<file path="config.mk">
export PLATFORM = sky130hd
export DESIGN_NAME = bse_store
export DESIGN_NICKNAME = d
export VERILOG_FILES = /design/src/rtl/bse_pkg.sv /design/src/rtl/bse_store.sv
export SDC_FILE = /design/constraint.sdc
export NUM_CORES = 2
export LEC_CHECK = 0
export BUFFER_PORTS_ARGS = -buffer_cell sky130_fd_sc_hd__buf_2
export CORE_ASPECT_RATIO = 1.75
export CORE_MARGIN = 2
export CORE_UTILIZATION = 30
export DETAILED_ROUTE_END_ITERATION = 12
export PLACE_DENSITY_LB_ADDON = 0.08
export SKIP_LAST_GASP = 1
export SYNTH_ARGS = -nofsm -noshare
export SYNTH_HDL_FRONTEND = slang
export SYNTH_SLANG_ARGS = --single-unit
</file>
<file path="constraint.sdc">
create_clock -name clk_i -period 5.1 [get_ports clk_i]
set_clock_uncertainty 0.15 [all_clocks]
set_input_delay 1.53 -clock clk_i [delete_from_list [all_inputs] [get_ports clk_i]]
set_output_delay 1.53 -clock clk_i [all_outputs]
set_load 0.01 [all_outputs]
</file>
<file path="src/rtl/bse_pkg.sv">
// ----------------------------------------------------------------------------
// B-spline evaluator package
// Shared types, constants and fixed-point helpers for the evaluator blocks.
// ----------------------------------------------------------------------------
`timescale 1ns / 1ps
`default_nettype none

package bse_pkg;

  localparam int MaxBasisDef = 32;
  localparam int MaxOrderDef = 8;

  localparam int CfgIdxW  = 2;
  localparam int CfgDataW = 16;

  localparam logic [5:0]  BasisCountRst  = 6'd8;
  localparam logic [3:0]  SplineOrderRst = 4'd4;
  localparam logic [15:0] LowerYearRst   = 16'd0;
  localparam logic [15:0] UpperYearRst   = 16'hFFFF;

  // One in Q2.30.
  localparam logic signed [31:0] Q30One = 32'sh4000_0000;

  // Quotient bits produced by the divider after the saturation check.
  localparam int DivSteps = 31;

  typedef enum logic [1:0] {
    OP_EVAL = 2'd0,
    OP_KNOT = 2'd1,
    OP_COEF = 2'd2,
    OP_RSVD = 2'd3
  } op_e;

  typedef enum logic [CfgIdxW-1:0] {
    CFG_BASIS_COUNT  = 2'd0,
    CFG_SPLINE_ORDER = 2'd1,
    CFG_LOWER_YEAR   = 2'd2,
    CFG_UPPER_YEAR   = 2'd3
  } cfg_idx_e;

  typedef struct packed {
    logic [1:0]         opcode;
    logic [5:0]         entry_index;
    logic signed [31:0] entry_value;
    logic [31:0]        query_time;
  } bse_in_t;

  typedef struct packed {
    logic signed [31:0] spline_value;
    logic               out_of_range;
  } bse_out_t;

  typedef struct packed {
    logic [5:0]  basis_count;
    logic [3:0]  spline_order;
    logic [15:0] lower_year;
    logic [15:0] upper_year;
  } bse_cfg_t;

  function automatic logic signed [31:0] sat32(input logic signed [63:0] v);
    logic signed [31:0] r;
    if (v > 64'sh0000_0000_7FFF_FFFF) begin
      r = 32'sh7FFF_FFFF;
    end else if (v < -64'sh0000_0000_8000_0000) begin
      r = 32'sh8000_0000;
    end else begin
      r = v[31:0];
    end
    return r;
  endfunction

  // (a * b) >> 30, truncated toward zero.
  function automatic logic signed [33:0] mul_q30(input logic signed [31:0] a,
                                                 input logic signed [31:0] b);
    logic        neg;
    logic [31:0] ma, mb;
    logic [63:0] p;
    logic [33:0] m;
    neg = a[31] ^ b[31];
    ma  = a[31] ? 32'(-a) : a;
    mb  = b[31] ? 32'(-b) : b;
    p   = ma * mb;
    m   = p[63:30];
    return neg ? $signed(-m) : $signed(m);
  endfunction

  // Unsigned time against a signed knot, both Q16.16.
  function automatic logic t_ge(input logic [31:0] t, input logic signed [31:0] kn);
    logic signed [33:0] ts, ks;
    ts = $signed({2'b00, t});
    ks = 34'(kn);
    return ts >= ks;
  endfunction

endpackage

`default_nettype wire

</file>
<file path="src/rtl/bse_store.sv">
// ----------------------------------------------------------------------------
// Knot and coefficient store
// One synchronous memory: knots first, coefficients after them.
// ----------------------------------------------------------------------------
`timescale 1ns / 1ps
`default_nettype none

module bse_store #(
  parameter int MAX_BASIS = bse_pkg::MaxBasisDef,
  parameter int MAX_ORDER = bse_pkg::MaxOrderDef,
  localparam int Depth    = 2 * MAX_BASIS + MAX_ORDER,
  localparam int AW       = $clog2(Depth)
) (
  input  logic                 clk_i,
  input  logic                 we_i,
  input  bse_pkg::bse_in_t     item_i,
  input  logic [AW-1:0]        raddr_i,
  output logic signed [31:0]   rdata_o
);
  import bse_pkg::*;

  localparam int KnotDepth = MAX_BASIS + MAX_ORDER;

  logic signed [31:0] mem [Depth];
  logic signed [31:0] rdata_q;
  logic               wen;
  logic [AW-1:0]      waddr;

  // Writes beyond a table's depth are dropped.
  always_comb begin
    wen   = 1'b0;
    waddr = '0;
    if (we_i && item_i.opcode == OP_KNOT && int'(item_i.entry_index) < KnotDepth) begin
      wen   = 1'b1;
      waddr = AW'(int'(item_i.entry_index));
    end else if (we_i && item_i.opcode == OP_COEF &&
                 int'(item_i.entry_index) < MAX_BASIS) begin
      wen   = 1'b1;
      waddr = AW'(KnotDepth + int'(item_i.entry_index));
    end
  end

  always_ff @(posedge clk_i) begin
    if (wen) begin
      mem[waddr] <= item_i.entry_value;
    end
    rdata_q <= mem[raddr_i];
  end

  assign rdata_o = rdata_q;

endmodule

`default_nettype wire

</file>
# Word level (Yosys, flattened, before mapping)
# Memory sizes are Yosys's and may differ from the RTL's. A register that Yosys moved wholly into a read port is not among the register bits.
# Index checks and enable logic that the tools add are counted.
# op_classes
n_reduce_logical,4
n_mux,6
n_eq_ne,2
addsub,1
order_cmp,2
# ops
op,count
7-bit 2-to-1 mux,2
"6-bit less-than comparator, second input constant",2
"6-bit by 6-bit adder with 7-bit output, first input constant",1
1-bit logical AND,4
1-bit 2-to-1 mux,4
"2-bit by 1-bit equality test with 1-bit output, second input constant",1
"2-bit equality test, second input constant",1
# word_totals
elab_cells,16
out_inout_bits,32
ff_bits,0
memories,1
inputBits,81
ram_bits,2304
# mem_list
memory,depth,word_bits,read_ports,rd_ports_with_merged_regs,write_ports,line_no,source
mem,72,32,1,1,1,bse_store.sv:24,logic signed [31:0] mem [Depth];

# Logic depth before layout (Yosys ltp)
# logic_depth
depth_word,7
ltp_mapped,12

# Worst setup path before layout
# OpenSTA, ideal clock, no wires.
# synth_path
path_type,input-to-reg
start,input port item_i[71] (netlist bit)
end,memory mem[48][0] (enable)
path_slack_ns,0.060
path_buffers,2
arrival_ns,4.469
required_ns,4.529
path_stages,7
path_cell_list,clkbuf_1 -> or4bb_1 -> o31ai_1 -> o311ai_1 -> or3b_1 -> clkbuf_1 -> nor2_1
# synth_between
elab_chain_len,7
word_cells_on_any_way,12
cone_classes,2 x eq/ne; 6 x mux; 4 x reduce/logical
# synth_rtl
element,line_no,source
"start, declared",bse_store.sv:16,"input bse_pkg::bse_in_t item_i,"
2-bit equality test,bse_store.sv:36,end else if (we_i && item_i.opcode == OP_COEF &&
1-bit logical AND (2 in a row),bse_store.sv:36,
1-bit 2-to-1 mux,bse_store.sv:36,
1-bit 2-to-1 mux,bse_store.sv:33,if (we_i && item_i.opcode == OP_KNOT && int'(item_i.entry_index) < KnotDepth) begin
1-bit 2-to-1 mux,bse_store.sv:44,if (wen) begin
1-bit 2-to-1 mux (not written as such),bse_store.sv:45,mem[waddr] <= item_i.entry_value;
"end, declared",bse_store.sv:24,
# Several ways; a longest one is shown, not always the timed one.

==> summary.txt <==
run status -> complete, no violations
post-synthesis cell count -> 3841
post-route clock period utilization -> 0.785
area of the core -> 295000 sq um
hold buffers post-CTS -> 0
CTS tree -> yes
Req. time, crit path -> 5.63 ns
Synth area leaders -> edfxtp_1 (78%), mux4_2 (14%), mux2i_1 (2.1%), dfxtp_1 (0.72%), mux2_2 (0.68%)
Hold WS -> 0.634 ns
Worst setup SP type -> input pin
Least-Margin Pin Slew -> 1.30 ns
Final Slew Violations -> 0
Setup TNS -> 0 ns
most common cell after layout, fill and taps aside -> edfxtp_1
Post-CTS Setup Bufs -> 0
Pleak -> 32.5 nW
TritonCTS Sinks -> 2336
# H-tree levels -> 4
dpl cells -> 7899
Final min period -> 4.01 ns
Post-synth EDFFs -> 2304
CP arrival -> 4.53 ns
RSZ-0062 raised after global routing -> no
1st-iter DRT viols -> 3177
area share of the largest cell type after synthesis -> 0.778
Layout Utilization -> 0.353
crit path max fanout -> 43
number of buffers added on ports -> 80
largest net degree at the start of global routing -> 73
dpl hpwl -> 167000 um
CTS Buf Count -> 227
Synth cell types -> 51
vias in the first global route -> 44.4k
PD cells -> 385 nW/um^2
wire per inst -> 32.4 um
critical path start-end classification -> input pin to register
hold crit path type -> register to register
Max-Cap Viols -> 0
Final setup viols -> 0
area leader, netlist -> edfxtp_1
Cell Area, Synth -> 88900 sq um
CTS resizes -> 0
Final WS setup -> 1.09 ns
syn nets -> 3923
syn_area_per_cell -> 23.1 sq um
antenna violations before repair -> 23
final WL -> 270000 um
Via Count -> 41.5k
die area -> 301000 sq um
asr flop ratio synth -> 0
total iterations of the first detailed-routing run -> 5
Pwr Total -> 40.1 mW
Slew headroom -> 0.134
Synthesis Warnings -> 0
num ports -> 113
Die X -> 416 um
layout cell share with drive strength beyond 1 -> 0.317
Vias/cell -> 4.98
fin nets -> 4353
crit end category -> register
Std-Cell Rows -> 264
Root Buffer -> clkbuf_16
FF+latch count, synth -> 2336
Die H -> 724 um
DRC viols -> 0
Initial Utilization -> 0.301
clock-pin slew on the worst setup and hold paths -> 0.07 ns
worst skew pair latency -> 0.90 ns
clock buffer depth -> 4
register area share after synthesis -> 0.785
Final Hold Viols -> 0
VDD IR-drop max -> 0.253 mV
post-route insts no fill -> 8319
Layout area overhead -> 17.3%
Post-synth top flop -> edfxtp_1
remaining global-route overflow -> 0
Total Routing Usage GR -> 0.178
Routability Congestion -> 0.731
antenna-violating nets left -> 0
global-route wire length before repair -> 371000 um
pre-CTS worst setup slack -> 0.200 ns
most frequent cells in the layout -> edfxtp_1 (2304), mux4_2 (555), buf_4 (260), clkbuf_16 (230), mux2i_1 (187)
post-route cell area -> 104000 sq um
fmax -> 250 MHz
placed inst area -> 97000 sq um
area by class of cell:
type | instances | area, sq um
antenna | 9 | 22.5
clock buffer | 264 | 5900
clock inverter | 147 | 1390
fill | 27400 | 191000
inverter | 3 | 11.3
multi-input combinational | 1294 | 18500
sequential | 2336 | 69800
tap | 3857 | 4830
timing repair buffer | 409 | 3790
critical path, cell delays in order:
cell and delay [ns]:
buf_8 0.34, buf_12 0.36, mux4_2 0.55, mux2i_1 0.33, o22ai_1 0.24, nor4_1 0.69
a211oi_1 0.31
cell families after synthesis:
logic type / synth area share
AOI/OAI and AO/OA: 0.0209
adders and majority gates: 0.000141
buffers and inverters: 0.0125
and+or+nand+nor: 0.0127
muxes: 0.168
DFF: 0.785
per-layer routing:
layer / track usage / part of all wire / vias up / wire length, um
li1: - / - / 17300 / -
met1: 0.216 / 0.40 / 23100 / 108000
met2: 0.333 / 0.54 / 761 / 146000
met3: 0.0225 / 0.035 / 321 / 9470
met4: 0.0428 / 0.023 / 4 / 6200
met5: 0 / 0.000082 / - / 22
worst paths after layout:
path / from / end / slack, ns / cells past startpoint
hold / removal: mem[67][22]$_DFFE_PP_ / rdata_o[22]$_DFF_P_ / 0.63 / 3
setup / recovery: raddr_i[0] / rdata_o[4]$_DFF_P_ / 1.09 / 7
setup reg to reg: mem[59][4]$_DFFE_PP_ / rdata_o[4]$_DFF_P_ / 2.37 / 5
hold reg to reg: mem[67][22]$_DFFE_PP_ / rdata_o[22]$_DFF_P_ / 0.63 / 3
state kept, by name, summed over array words and instances, names as in the netlist:
signal / flops
mem: 2304
rdata_o: 32
power breakdown:
part / internal, mW / total (mW) / switching (mW)
registers: 21.1 / 21.2 / 0.0423
logic: 0.747 / 1.98 / 1.23
clock network: 9.60 / 17.0 / 7.37
total: 31.5 / 40.1 / 8.64
cells in the mapped netlist, types with 32 or more instances:
cell / n
edfxtp_1: 2304
mux4_2: 555
mux2i_1: 187
nor2_1: 84
clkbuf_1: 77
buf_2: 73
a22oi_1: 64
nand2_1: 64
mux2_2: 54
a21oi_1: 49
o22ai_1: 35
dfxtp_1: 32
No activity file was read; power rests on OpenSTA's default activity.
